## src/rtl/rfps_pkg.sv

```systemverilog
`timescale 1ns / 1ps
package rfps_pkg;

	localparam logic [15:0] PYRO_PULSE_TICKS    = 16'd100;
	localparam logic [31:0] MAIN_FAILSAFE_TICKS = 32'd2000;
	localparam logic [31:0] BARO_TIMEOUT_TICKS  = 32'd50;
	localparam bit          DUAL_DEPLOY         = 1'b0;

	localparam int MIDQ_DEPTH = 4;
	localparam int MIDQ_AW    = $clog2(MIDQ_DEPTH);
	localparam int CFG_DW     = 21;

	localparam logic [2:0] REG_LAUNCH_ACCEL   = 3'd0;
	localparam logic [2:0] REG_LAUNCH_TICKS   = 3'd1;
	localparam logic [2:0] REG_APOGEE_DROP    = 3'd2;
	localparam logic [2:0] REG_APOGEE_TICKS   = 3'd3;
	localparam logic [2:0] REG_APOGEE_MIN     = 3'd4;
	localparam logic [2:0] REG_MAIN_HEIGHT    = 3'd5;
	localparam logic [2:0] REG_LANDED_HEIGHT  = 3'd6;
	localparam logic [2:0] REG_LANDED_TICKS   = 3'd7;

	typedef struct packed {
		logic        [14:0] launch_accel_mg;
		logic        [7:0]  launch_ticks_needed;
		logic        [16:0] apogee_drop_cm;
		logic        [7:0]  apogee_ticks_needed;
		logic        [15:0] apogee_min_ticks;
		logic        [19:0] main_height_cm;
		logic signed [20:0] landed_height_cm;
		logic        [19:0] landed_ticks;
	} cfg_t;

	typedef struct packed {
		logic signed [24:0] height_cm;
		logic               baro_ok;
		logic               arm_request;
		logic               accel_hi;
		logic               below_main;
		logic               below_landed;
	} front_item_t;

	typedef struct packed {
		logic [2:0]         flight_phase;
		logic               drogue_pyro;
		logic               main_pyro;
		logic               phase_changed;
		logic signed [24:0] peak_height_cm;
	} result_t;

endpackage

```

## src/rtl/rfps_front.sv

```systemverilog
`timescale 1ns / 1ps
module rfps_front (
	input  logic                      clk,
	input  logic                      arst_n,
	input  logic                      in_valid,
	input  logic signed [15:0]        accel_x_mg,
	input  logic signed [15:0]        accel_y_mg,
	input  logic signed [15:0]        accel_z_mg,
	input  logic signed [24:0]        height_cm,
	input  logic                      baro_ok,
	input  logic                      arm_request,
	input  rfps_pkg::cfg_t            cfg,
	output logic                      out_valid,
	output rfps_pkg::front_item_t     out_item,
	output logic [1:0]                inflight
);
	import rfps_pkg::*;

	logic signed [31:0] px, py, pz;
	logic        [29:0] thr;
	logic               bmain, bland;
	logic        [32:0] mag;

	logic               v_s1;
	logic        [30:0] sqx_s1, sqy_s1, sqz_s1;
	logic        [29:0] thr_s1;
	logic signed [24:0] h_s1;
	logic               baro_s1, arm_s1, bmain_s1, bland_s1;

	logic               v_s2;
	front_item_t        item_s2;

	always_comb begin
		px    = accel_x_mg * accel_x_mg;
		py    = accel_y_mg * accel_y_mg;
		pz    = accel_z_mg * accel_z_mg;
		thr   = cfg.launch_accel_mg * cfg.launch_accel_mg;
		bmain = $signed({height_cm[24], height_cm}) < $signed({6'd0, cfg.main_height_cm});
		bland = height_cm < $signed({{4{cfg.landed_height_cm[20]}}, cfg.landed_height_cm});
		mag   = {2'd0, sqx_s1} + {2'd0, sqy_s1} + {2'd0, sqz_s1};
	end

	always_ff @(posedge clk or negedge arst_n) begin
		if (!arst_n) begin
			v_s1 <= 1'b0;
			v_s2 <= 1'b0;
		end else begin
			v_s1 <= in_valid;
			v_s2 <= v_s1;
		end
	end

	always_ff @(posedge clk) begin
		sqx_s1   <= px[30:0];
		sqy_s1   <= py[30:0];
		sqz_s1   <= pz[30:0];
		thr_s1   <= thr;
		h_s1     <= height_cm;
		baro_s1  <= baro_ok;
		arm_s1   <= arm_request;
		bmain_s1 <= bmain;
		bland_s1 <= bland;

		item_s2.height_cm    <= h_s1;
		item_s2.baro_ok      <= baro_s1;
		item_s2.arm_request  <= arm_s1;
		item_s2.accel_hi     <= mag > {3'd0, thr_s1};
		item_s2.below_main   <= bmain_s1;
		item_s2.below_landed <= bland_s1;
	end

	assign out_valid = v_s2;
	assign out_item  = item_s2;
	assign inflight  = {1'b0, v_s1} + {1'b0, v_s2};

endmodule

```

## src/rtl/rfps_midq.sv

```systemverilog
`timescale 1ns / 1ps
module rfps_midq (
	input  logic                          clk,
	input  logic                          arst_n,
	input  logic                          wr_valid,
	input  rfps_pkg::front_item_t         wr_item,
	input  logic                          rd_take,
	output logic                          rd_valid,
	output rfps_pkg::front_item_t         rd_item,
	output logic [rfps_pkg::MIDQ_AW:0]    count
);
	import rfps_pkg::*;

	front_item_t        mem_q [MIDQ_DEPTH];
	logic [MIDQ_AW-1:0] wp_q, rp_q;
	logic [MIDQ_AW:0]   cnt_q;
	logic               do_rd;

	assign rd_valid = cnt_q != '0;
	assign do_rd    = rd_take && rd_valid;
	assign rd_item  = mem_q[rp_q];
	assign count    = cnt_q;

	always_ff @(posedge clk or negedge arst_n) begin
		if (!arst_n) begin
			wp_q  <= '0;
			rp_q  <= '0;
			cnt_q <= '0;
		end else begin
			if (wr_valid)
				wp_q <= wp_q + 1'b1;
			if (do_rd)
				rp_q <= rp_q + 1'b1;
			if (wr_valid && !do_rd)
				cnt_q <= cnt_q + 1'b1;
			else if (!wr_valid && do_rd)
				cnt_q <= cnt_q - 1'b1;
		end
	end

	always_ff @(posedge clk) begin
		if (wr_valid)
			mem_q[wp_q] <= wr_item;
	end

endmodule

```

## src/rtl/rfps_back.sv

```systemverilog
`timescale 1ns / 1ps
module rfps_back (
	input  logic                      clk,
	input  logic                      arst_n,
	input  logic                      in_valid,
	input  rfps_pkg::front_item_t     in_item,
	output logic                      in_take,
	input  rfps_pkg::cfg_t            cfg,
	output logic                      empty,
	input  logic                      pop,
	output rfps_pkg::result_t         result
);
	import rfps_pkg::*;

	typedef enum logic [2:0] {
		PH_PRELAUNCH = 3'd0,
		PH_ARMED     = 3'd1,
		PH_ASCENT    = 3'd2,
		PH_DROGUE    = 3'd3,
		PH_MAIN      = 3'd4,
		PH_LANDED    = 3'd5
	} phase_t;

	function automatic logic [7:0] sat_inc(input logic [7:0] c);
		return (c != 8'hff) ? c + 8'd1 : 8'hff;
	endfunction

	phase_t             phase_q, phase_n;
	logic [7:0]         lrun_q, lrun_n, arun_q, arun_n;
	logic [31:0]        tick_q, tick_n, toff_q, toff_n, apo_q, apo_n, lgb_q, lgb_n;
	logic signed [24:0] peak_q, peak_n;
	logic [15:0]        dpl_q, dpl_n, mpl_q, mpl_n;

	result_t            oq_q [2];
	logic               owp_q, orp_q;
	logic [1:0]         ocnt_q;
	logic               do_pop;

	logic signed [24:0] h;
	logic               stale, past_min, below_peak, deploy;
	logic [7:0]         arun_inc, lrun_inc;
	logic [31:0]        since_apo;
	result_t            res;

	assign in_take = in_valid && (ocnt_q != 2'd2);
	assign empty   = ocnt_q == 2'd0;
	assign do_pop  = pop && !empty;
	assign result  = oq_q[orp_q];

	always_comb begin
		h          = in_item.height_cm;
		tick_n     = tick_q + 32'd1;
		lgb_n      = in_item.baro_ok ? tick_n : lgb_q;
		dpl_n      = (dpl_q != '0) ? dpl_q - 16'd1 : dpl_q;
		mpl_n      = (mpl_q != '0) ? mpl_q - 16'd1 : mpl_q;
		stale      = (tick_n - lgb_n) > BARO_TIMEOUT_TICKS;
		past_min   = (tick_n - toff_q) > {16'd0, cfg.apogee_min_ticks};
		since_apo  = tick_n - apo_q;
		phase_n    = phase_q;
		lrun_n     = lrun_q;
		arun_n     = arun_q;
		toff_n     = toff_q;
		apo_n      = apo_q;
		peak_n     = (h > peak_q) ? h : peak_q;
		below_peak = $signed({h[24], h}) <
			($signed({peak_n[24], peak_n}) - $signed({9'd0, cfg.apogee_drop_cm}));
		arun_inc   = sat_inc(arun_q);
		lrun_inc   = sat_inc(lrun_q);
		deploy     = 1'b0;
		if (phase_q != PH_ASCENT)
			peak_n = peak_q;

		unique case (phase_q)
			PH_PRELAUNCH: begin
				if (in_item.arm_request) begin
					phase_n = PH_ARMED;
					lrun_n  = '0;
				end
			end
			PH_ARMED: begin
				if (!in_item.arm_request) begin
					phase_n = PH_PRELAUNCH;
					lrun_n  = '0;
					arun_n  = '0;
				end else if (in_item.accel_hi) begin
					lrun_n = lrun_inc;
					if (lrun_inc > cfg.launch_ticks_needed) begin
						toff_n  = tick_n;
						peak_n  = '0;
						phase_n = PH_ASCENT;
					end
				end else begin
					lrun_n = '0;
				end
			end
			PH_ASCENT: begin
				if (below_peak && past_min) begin
					arun_n = arun_inc;
					if (arun_inc > cfg.apogee_ticks_needed)
						deploy = 1'b1;
				end else begin
					arun_n = '0;
				end
				if (stale && past_min)
					deploy = 1'b1;
				if (deploy) begin
					apo_n = tick_n;
					if (DUAL_DEPLOY) begin
						phase_n = PH_DROGUE;
						dpl_n   = PYRO_PULSE_TICKS;
					end else begin
						phase_n = PH_MAIN;
						mpl_n   = PYRO_PULSE_TICKS;
					end
				end
			end
			PH_DROGUE: begin
				if (in_item.below_main || (stale && since_apo > MAIN_FAILSAFE_TICKS)) begin
					phase_n = PH_MAIN;
					mpl_n   = PYRO_PULSE_TICKS;
				end
			end
			PH_MAIN: begin
				if (in_item.below_landed || since_apo > {12'd0, cfg.landed_ticks})
					phase_n = PH_LANDED;
			end
			default: ;
		endcase

		res.flight_phase   = phase_n;
		res.drogue_pyro    = dpl_n != '0;
		res.main_pyro      = mpl_n != '0;
		res.phase_changed  = phase_n != phase_q;
		res.peak_height_cm = peak_n;
	end

	always_ff @(posedge clk or negedge arst_n) begin
		if (!arst_n) begin
			phase_q <= PH_PRELAUNCH;
			lrun_q  <= '0;
			arun_q  <= '0;
			tick_q  <= '0;
			toff_q  <= '0;
			apo_q   <= '0;
			lgb_q   <= '0;
			peak_q  <= '0;
			dpl_q   <= '0;
			mpl_q   <= '0;
			owp_q   <= 1'b0;
			orp_q   <= 1'b0;
			ocnt_q  <= '0;
		end else begin
			if (in_take) begin
				phase_q <= phase_n;
				lrun_q  <= lrun_n;
				arun_q  <= arun_n;
				tick_q  <= tick_n;
				toff_q  <= toff_n;
				apo_q   <= apo_n;
				lgb_q   <= lgb_n;
				peak_q  <= peak_n;
				dpl_q   <= dpl_n;
				mpl_q   <= mpl_n;
				owp_q   <= ~owp_q;
			end
			if (do_pop)
				orp_q <= ~orp_q;
			if (in_take && !do_pop)
				ocnt_q <= ocnt_q + 2'd1;
			else if (!in_take && do_pop)
				ocnt_q <= ocnt_q - 2'd1;
		end
	end

	always_ff @(posedge clk) begin
		if (in_take)
			oq_q[owp_q] <= res;
	end

endmodule

```

## src/rtl/rocket_flight_phase_sequencer_top.sv

```systemverilog
`timescale 1ns / 1ps
// Flight phase sequencer, one item per 10 ms tick. Sustains one item per clock cycle
// while full stays low; an accepted item passes, in order, the first front stage,
// the second front stage for the magnitude compare and the middle queue, and its
// result then enters the two-entry result queue on the output side.
// full follows the middle queue level plus the items still in the front stages;
// with the result side stalled the block holds up to six items before full rises.
// Configuration writes take effect at once and are meant for an idle block.
module rocket_flight_phase_sequencer_top (
	input  logic                  clk,
	input  logic                  arst_n,
	input  logic                  push,
	output logic                  full,
	input  logic signed [15:0]    accel_x_mg,
	input  logic signed [15:0]    accel_y_mg,
	input  logic signed [15:0]    accel_z_mg,
	input  logic signed [24:0]    height_cm,
	input  logic                  baro_ok,
	input  logic                  arm_request,
	output logic                  empty,
	input  logic                  pop,
	output logic [2:0]            flight_phase,
	output logic                  drogue_pyro,
	output logic                  main_pyro,
	output logic                  phase_changed,
	output logic signed [24:0]    peak_height_cm,
	input  logic                  wr_en,
	input  logic [2:0]            wr_index,
	input  logic [rfps_pkg::CFG_DW-1:0] wr_data
);
	import rfps_pkg::*;

	cfg_t               cfg_q;
	logic               acc;
	logic               f_valid, m_valid, m_take;
	front_item_t        f_item, m_item;
	logic [1:0]         inflight;
	logic [MIDQ_AW:0]   midq_cnt;
	logic [MIDQ_AW+1:0] occ;
	result_t            res;

	always_ff @(posedge clk or negedge arst_n) begin
		if (!arst_n) begin
			cfg_q.launch_accel_mg     <= 15'd3000;
			cfg_q.launch_ticks_needed <= 8'd5;
			cfg_q.apogee_drop_cm      <= 17'd200;
			cfg_q.apogee_ticks_needed <= 8'd10;
			cfg_q.apogee_min_ticks    <= 16'd300;
			cfg_q.main_height_cm      <= 20'd15000;
			cfg_q.landed_height_cm    <= 21'sd1000;
			cfg_q.landed_ticks        <= 20'd30000;
		end else if (wr_en) begin
			unique case (wr_index)
				REG_LAUNCH_ACCEL:  cfg_q.launch_accel_mg     <= wr_data[14:0];
				REG_LAUNCH_TICKS:  cfg_q.launch_ticks_needed <= wr_data[7:0];
				REG_APOGEE_DROP:   cfg_q.apogee_drop_cm      <= wr_data[16:0];
				REG_APOGEE_TICKS:  cfg_q.apogee_ticks_needed <= wr_data[7:0];
				REG_APOGEE_MIN:    cfg_q.apogee_min_ticks    <= wr_data[15:0];
				REG_MAIN_HEIGHT:   cfg_q.main_height_cm      <= wr_data[19:0];
				REG_LANDED_HEIGHT: cfg_q.landed_height_cm    <= $signed(wr_data[20:0]);
				REG_LANDED_TICKS:  cfg_q.landed_ticks        <= wr_data[19:0];
				default: ;
			endcase
		end
	end

	assign occ  = {1'b0, midq_cnt} + (MIDQ_AW+2)'(inflight);
	assign full = occ >= (MIDQ_AW+2)'(MIDQ_DEPTH);
	assign acc  = push && !full;

	rfps_front u_front (
		.clk         (clk),
		.arst_n      (arst_n),
		.in_valid    (acc),
		.accel_x_mg  (accel_x_mg),
		.accel_y_mg  (accel_y_mg),
		.accel_z_mg  (accel_z_mg),
		.height_cm   (height_cm),
		.baro_ok     (baro_ok),
		.arm_request (arm_request),
		.cfg         (cfg_q),
		.out_valid   (f_valid),
		.out_item    (f_item),
		.inflight    (inflight)
	);

	rfps_midq u_midq (
		.clk      (clk),
		.arst_n   (arst_n),
		.wr_valid (f_valid),
		.wr_item  (f_item),
		.rd_take  (m_take),
		.rd_valid (m_valid),
		.rd_item  (m_item),
		.count    (midq_cnt)
	);

	rfps_back u_back (
		.clk      (clk),
		.arst_n   (arst_n),
		.in_valid (m_valid),
		.in_item  (m_item),
		.in_take  (m_take),
		.cfg      (cfg_q),
		.empty    (empty),
		.pop      (pop),
		.result   (res)
	);

	assign flight_phase   = res.flight_phase;
	assign drogue_pyro    = res.drogue_pyro;
	assign main_pyro      = res.main_pyro;
	assign phase_changed  = res.phase_changed;
	assign peak_height_cm = res.peak_height_cm;

`ifndef ASSERT_OFF
	a_midq_no_overflow: assert property (@(posedge clk) disable iff (!arst_n)
		occ <= (MIDQ_AW+2)'(MIDQ_DEPTH))
		else $error("middle queue over capacity");

	a_midq_full_blocks: assert property (@(posedge clk) disable iff (!arst_n)
		(midq_cnt == (MIDQ_AW+1)'(MIDQ_DEPTH)) |-> full)
		else $error("full low with middle queue at depth");

	a_no_drogue_single: assert property (@(posedge clk) disable iff (!arst_n)
		!empty |-> (DUAL_DEPLOY || !drogue_pyro))
		else $error("drogue pyro in single deployment");
`endif

endmodule
```

## config.mk

```make
export PLATFORM = sky130hd
export DESIGN_NAME = rocket_flight_phase_sequencer_top
export DESIGN_NICKNAME = d
export VERILOG_FILES = /design/src/rtl/rfps_pkg.sv /design/src/rtl/rfps_front.sv /design/src/rtl/rfps_midq.sv /design/src/rtl/rfps_back.sv /design/src/rtl/rocket_flight_phase_sequencer_top.sv
export SDC_FILE = /design/constraint.sdc
export NUM_CORES = 2
export LEC_CHECK = 0
export ABC_AREA = 0
export ABC_CLOCK_PERIOD_IN_PS = 9200
export BUFFER_PORTS_ARGS = -buffer_cell sky130_fd_sc_hd__buf_4
export CORE_MARGIN = 3
export CORE_UTILIZATION = 45
export DETAILED_ROUTE_END_ITERATION = 7
export PLACE_DENSITY_LB_ADDON = 0.2
export SYNTH_ARGS = -nofsm -noshare
export SYNTH_HDL_FRONTEND = slang
export SYNTH_SLANG_ARGS = --single-unit
```

## constraint.sdc

```tcl
create_clock -name clk -period 9.2 [get_ports clk]
set_input_delay 0.46 -clock clk [delete_from_list [all_inputs] [get_ports clk]]
set_output_delay 0.46 -clock clk [all_outputs]
set_load 0.01 [all_outputs]
```

; ---- After elaboration in Yosys (flattened, before gate mapping)
; Memory sizes are Yosys's and may differ from the RTL's.
; Cells that the tools add are included.
[op_classes]
addsub = 19
n_mul = 4
magnitude_cmp = 12
n_eq_ne = 18
mux = 41
bitwise = 2
reduce_logical = 43
[ops]
columns = cell, n
row1 = $mux W25, 6
row2 = $sub A32 B32 Y32, 3
row3 = $mul A16 B16 Y31, 3
row4 = $mux W16, 4
row5 = $reduce_bool A16 Y1, 4
row6 = $mux W8, 7
row7 = $lt A25 B21 Y1, 2
row8 = $add A33 B31 Y33, 1
row9 = $gt A33 B30 Y1, 1
row10 = $add A31 B31 Y32, 1
row11 = $add A32 B1 Y32 const B, 1
row12 = $gt A32 B11 Y1 const B, 1
row13 = $gt A32 B16 Y1, 1
row14 = $gt A32 B20 Y1, 1
row15 = $gt A32 B6 Y1 const B, 1
row16 = $mux W32, 1
row17 = $pmux W16 S2, 1
row18 = $pmux W8 S2, 2
row19 = $sub A16 B1 Y16 const B, 2
row20 = $mul A15 B15 Y30, 1
row21 = $mux W3, 9
row22 = $lt A25 B26 Y1, 1
row23 = $sub A25 B18 Y26, 1
row24 = $gt A25 B25 Y1, 1
row25 = 31 further kinds, 83
[totals]
register_bits = 524
ramBits = 182
input_bits = 104
output_inout_bits = 33
word_cells = 182
mem_count = 2
[memory_table]
columns = name, depth, width, read_ports, rd_ports_with_merged_regs, write_ports, line
row1 = u_midq.mem_q, 4, 30, 1, 0, 1, rfps_midq.sv:14  ; front_item_t mem_q [MIDQ_DEPTH];
row2 = u_back.oq_q, 2, 31, 1, 0, 1, rfps_back.sv:34  ; result_t oq_q [2];

; ---- Longest topological paths before layout
; An unclocked memory read counts as a cell.
[depth]
depth_word = 12
ltp_mapped = 47
depth_no_buf = 41

; ---- Modules after synthesis
; From an unflattened synthesis, not the netlist that was laid out.
[unflattened]
cells_unflattened = 7385
area_unflattened_um2 = 71747.6
[modules_own_cells]
columns = mod, instances, cells_each, area_each_um2, seq_area_each_um2
row1 = rfps_front, 1, 4227, 39519.2, 3613.5
row2 = rfps_back, 1, 2692, 22571.6, 7066.8
row3 = rocket_flight_phase_sequencer_top, 1, 276, 4898.4, 3175.5
row4 = rfps_midq, 1, 190, 4758.3, 3778.6

; ---- Worst setup path before layout
; No wires, ideal clock.
[synth_path]
path_type = register to register
start = register u_midq.rp_q[0]
end = memory u_back.oq_q[0][25] (netlist bit) (data pin)
setup_time_ps = 267
arrival_ps = 9678
t_required_ps = 8933
slack_ps = -745
stages_incl_launch_ff = 45
n_path_buf = 6
period_less_slack_ps = 9945
path_cell_list = dfrtp_1 > clkbuf_1 > clkbuf_1 > buf_1 > mux4_2 > ha_1 > nor2b_1 > o21a_1 > o21a_1 > o21a_1 > o21a_1 > o21ai_0 > nand2_1 > a41oi_1 > clkbuf_1 > buf_1 > nor2_1 > a21oi_1 > (+9 left out) > o21a_1 > a211o_1 > nand2b_1 > or4_1 > xnor2_1 > mux2i_1 > ha_1 > nand2_1 > nor3_1 > o211ai_1 > o21ai_0 > mux2i_1 > nand3_1 > nor4_1 > nand2b_1 > o31ai_2 > buf_2 > a2111o_1
[synth_rtl]
columns = item, line
row1 = "start, declared", rfps_midq.sv:15  ; logic [MIDQ_AW-1:0] wp_q, rp_q;
row2 = "start signal, assigned", rfps_midq.sv:33  ; rp_q <= rp_q + 1'b1;
row3 = "end, declared", rfps_back.sv:34

; ---- Worst setup path in the final report
[layout_path]
start = register u_midq.rp_q[0]
end = memory u_back.oq_q[0][30] (netlist bit) (data pin)
[layout_via]
elab_chain_len = 11
word_cells_on_any_way = 23
classes_between = add/sub: 2 / order compare: 3 / mux: 12 / reduce/logical: 5 / memory: 1
[layout_lines]
columns = item, line
row1 = $mem_v2 Z4 W30 *, -
row2 = $gt A25 B25 Y1, rfps_back.sv:64  ; peak_n = (h > peak_q) ? h : peak_q;
row3 = $mux W25, rfps_back.sv:64
row4 = $sub A25 B18 Y26, rfps_back.sv:66  ; ($signed({peak_n[24], peak_n}) - $signed({9'd0, cfg.apogee_drop_cm}));
row5 = $lt A25 B26 Y1, rfps_back.sv:65  ; below_peak = $signed({h[24], h}) <
row6 = $logic_and A1 B1 Y1, rfps_back.sv:97  ; if (below_peak && past_min) begin
row7 = $mux W1, rfps_back.sv:97
row8 = $mux W1, rfps_back.sv:104  ; if (stale && past_min)
row9 = $mux W1, rfps_back.sv:73  ; unique case (phase_q)
row10 = $mux W3, rfps_back.sv:106  ; if (deploy) begin
row11 = $pmux W3 S5 *, rfps_back.sv:73
row12 = net u_back.phase_n[2], rfps_back.sv:28  ; phase_t phase_q, phase_n;
; Mark *: on every way through the listed nets, which the timed path passes. The rest lies on a longest branch. The select of a mux whose other input is x is not followed.

==> results by group <==
Worst setup path
  – Crit path launch type: flip-flop
  – Buf/Inv on CP: 8
  – Reg2Reg Launch Point: u_midq.rp_q[0]
  – Critical-path top delay cell: dfrtp_2
  – Worst Setup EP: u_back.oq_q[0][30]
  – Crit path kind: flip-flop to flip-flop
  – Worst Setup End Kind: flip-flop
  – Reg2reg setup slack: about 420 ps
  – Arr. time, crit path: 9180 ps
  – Largest stage delay, worst path: approximately 520 ps
  – Family with the most delay on the worst path: compound AO/OA/AOI/OAI gates
  – Worst r2r path cells: 43
  – Crit path from: u_midq.rp_q[0]
  – CP Depth: 43
  – Critical Path Fanout Max: 8
  – Most used cell, CP: buf_4
  – Reg2reg end: u_back.oq_q[0][30]
  – Critical Path RT: approximately 9600 ps

Floorplan
  – Starting Density: 0.454
  – Chip Width: ~400 µm
  – Core area: around 0.15 mm²
  – Row cnt: approximately 140
  – Die Ht: about 400 µm
  – Die area: approximately 0.16 mm²
  – IO Pins: 137

Clock network
  – Htree depth: 3
  – CTS tree: built
  – Clock Path Buffers: 3
  – Clock Sinks: roughly 700
  – Clock slew at reported path FFs: 60 ps
  – Number of buffers created by CTS: roughly 80
  – Skew-Pair Late Insertion Delay: ~700 ps
  – CTS Root Cell: clkbuf_16

Yosys
  – EDFF count, synth: ~180
  – Post-Synthesis Cell Area: roughly 0.070 mm²
  – Primary FF master, synth: dfrtp_1
  – Sequential element share of the synthesized area: 0.251
  – Ys async rst share: 0.487
  – Syn avg cell area: just under 10 µm²
  – Syn Nets: just under 9k
  – Ys Warns: 0
  – Distinct cells, synth: 87
  – FF+latch count, synth: 702
  – Gate Count Post-Synth: 7209

STA
  – Achievable frequency: between 100 and 150 MHz
  – Worst-Margin Slew: 1230 ps
  – Final period utilization: 0.955
  – Pins Over Slew Limit: 0
  – Final setup fails: 0
  – Min cycle time layout: 8780 ps
  – Slew margin rel.: 0.170
  – Skew final: approximately 51 ps
  – Fin. Hold Viols: 0
  – Setup ws final: roughly 420 ps

Route
  – Via count: approximately 49k
  – Via density: between 5 and 6
  – WL final: between 150000 and 200000 µm
  – Antenna Nets Post-Route: 0
  – DRC errors left: 0
  – Starting DRT DRC Count: 2837
  – DRT Pass-1 Iters: 5
  – Post-DR wirelength/cell: 17.5 µm

Layout
  – Total Nets Final: 8988
  – Share of layout cells above drive strength 1: 0.0857
  – Fillers: 14.3k
  – Area grow syn2layout: 10.1%

GRT
  – GRT Util Overall: 0.210
  – Largest net degree at the start of global routing: 143
  – Vias in the first global route: approximately 52k
  – Total grt overflow: 0
  – Initial antenna violation count: 5
  – First-pass GRT wire length: approximately 270000 µm

Hold path
  – Hold Crit Class: primary input to flip-flop
  – Hold path start: accel_z_mg[0]

Run status
  – Status: finished clean

Place
  – DP Worst Slack: ~110 ps
  – Port bufs: between 100 and 150
  – GPL Wtd Cong: about 0.9
  – Final HPWL DP: roughly 130000 µm

Run
  – Max cap viols: 0
## kinds of logic (layout without fill, tap and decap cells)
| kind of cell | Yosys count | in the layout | share of synthesized area |
|---|---|---|---|
| AND/OR/NAND/NOR | 1724 | 1724 | 0.119 |
| buffers and inverters | 1562 | 1770 | 0.0837 |
| adder cells (fa/ha/maj) | 1535 | 1535 | 0.364 |
| AO/OA/AOI/OAI | 1121 | 1121 | 0.101 |
| flip-flops | 702 | 702 | 0.251 |
| XOR/XNOR | 374 | 374 | 0.0467 |
| multiplexers | 191 | 191 | 0.0350 |
| other | 0 | 4 | 0 |
## state kept, by name, summed over array words and instances (netlist names), 16 cells and up
register / cells
u_back.mpl_q: 16
u_back.oq_q: 62
u_back.toff_q: 32
cfg_q: 125
u_midq.mem_q: 120
u_front.h_s1: 25
u_front.sqx_s1: 30
u_front.sqz_s1: 30
u_back.dpl_q: 16
u_back.peak_q: 25
u_back.lgb_q: 32
u_back.tick_q: 32
u_front.sqy_s1: 30
u_front.thr_s1: 29
u_back.apo_q: 32
u_front.out_item: 30
## worst register-to-register path, delay by kind of cell, from the launching register on
family | cells | cell delay (ps)
mux | 3 | 970
fa+ha+maj | 3 | 680
xor+xnor | 1 | 160
simple gates | 12 | 1860
flops | 1 | 520
compound gates | 16 | 3180
buf+inv | 8 | 1140
## per-layer routing
layer  part of all wire  track usage  vias to the layer above  wire (µm)
li1                   -            -                    23729          -
met5                  0            0                        -          0
met3              0.037       0.0219                      202       6170
met4              0.025       0.0559                        0       4220
met2               0.49        0.360                      877      81100
met1               0.45        0.284                    24545      74400
## cells in the mapped netlist (all sizes together) (11+ instances only)
library cell  number  area share
dfstp             38       0.014
mux2i             27      0.0039
ha               693        0.12
inv             1362       0.073
xnor2            261       0.033
nand3             92      0.0066
dfxtp            178       0.051
nor3             100      0.0071
or3               30      0.0027
a21oi            302       0.022
clkbuf           180      0.0096
o21ai            319       0.023
nor3b             11      0.0012
o31ai             16      0.0020
mux2             134       0.022
nand2            607       0.032
and2             221       0.020
a211o             11      0.0014
dfrtp            304        0.11
a22o              23      0.0029
o31a              13      0.0016
a211oi            40      0.0043
o21a              53      0.0057
o21bai            40      0.0043
and4              11      0.0014
mux4              30      0.0096
or4               12      0.0013
or2               25      0.0022
nor2b             50      0.0045
a31oi             30      0.0027
xor2             113       0.014
nand2b            64      0.0057
nand4             60      0.0054
nor4              25      0.0022
and3              45      0.0040
a21o             140       0.015
o211ai            23      0.0025
edfxtp           182       0.078
nor2             341       0.018
fa               842        0.24
buf               19      0.0011
## worst min-delay path by stage
| stage | to | slack, ps | depth (start not counted) |
|---|---|---|---|
| detailed placement | u_front.out_item[25] | 310 | 0 |
| finish | u_front.sqz_s1[0] | 70 | 1 |
| global placement | u_front.out_item[26] | 310 | 0 |
| CTS | u_front.sqy_s1[0] | 6 | 1 |
| floorplan | cfg_q[0] | 160 | 0 |
| global route | u_front.sqz_s1[0] | 40 | 1 |
## placed cells by master, fill, tap and decap left out, types with 31 or more instances in the layout
cell type / netlist / routed
and2_1: 219 / 219
mux2_2: 134 / 133
dfxtp_1: 178 / 178
clkbuf_16: 0 / 88
nor2b_1: 50 / 50
dlygate4sd3_1: 0 / 31
a211oi_1: 40 / 40
and3_1: 45 / 45
o21bai_1: 40 / 40
inv_1: 1361 / 1360
dfstp_2: 38 / 38
dfrtp_1: 304 / 303
nor3_1: 100 / 95
nand4_1: 60 / 60
nand2b_1: 64 / 63
o21ai_0: 314 / 304
xor2_1: 113 / 113
ha_1: 693 / 688
edfxtp_1: 182 / 182
buf_4: 0 / 215
a21oi_1: 301 / 299
nand2_1: 607 / 605
xnor2_1: 261 / 261
o21a_1: 53 / 53
nand3_1: 92 / 92
nor2_1: 339 / 336
fa_1: 842 / 841
a21o_1: 140 / 140
## repair_timing
| item | in CTS | in global routing |
|---|---|---|
| endpoints found under the setup margin | 0 | 55 |
| endpoints found under the hold margin | 130 | 0 |
| hold buffers | 31 | 0 |
| gates resized for setup | 0 | 38 |
| buffers inserted | 0 | 22 |
## layout make-up
type	count	area (µm²)	share of cell area
clock inverters	34	551	0.00713
diodes	4	10.0	0.000130
well taps	2044	2560	0.0331
flip-flops and latches	702	17600	0.228
clock buffers	118	2410	0.0312
inverters	1363	5120	0.0662
repair buffers	255	2100	0.0272
multi-input cells	4945	46900	0.607
## stage by stage
step                hold WS (ps)  utilization  area [µm²]  setup TNS [ps]  std cells
floorplan                    164            -       70200               0       7209
finish                      68.7        0.500       77300               0       9465
detailed placement           312        0.477       73600               0       9254
CTS                         6.22        0.498       76900               0       9437
global route                36.6        0.500       77200           -1770       9461
global placement             311        0.477       73600               0       9254
Power is not shown: default switching activity piles up to over one toggle a cycle in this logic, so the estimate is an artifact.
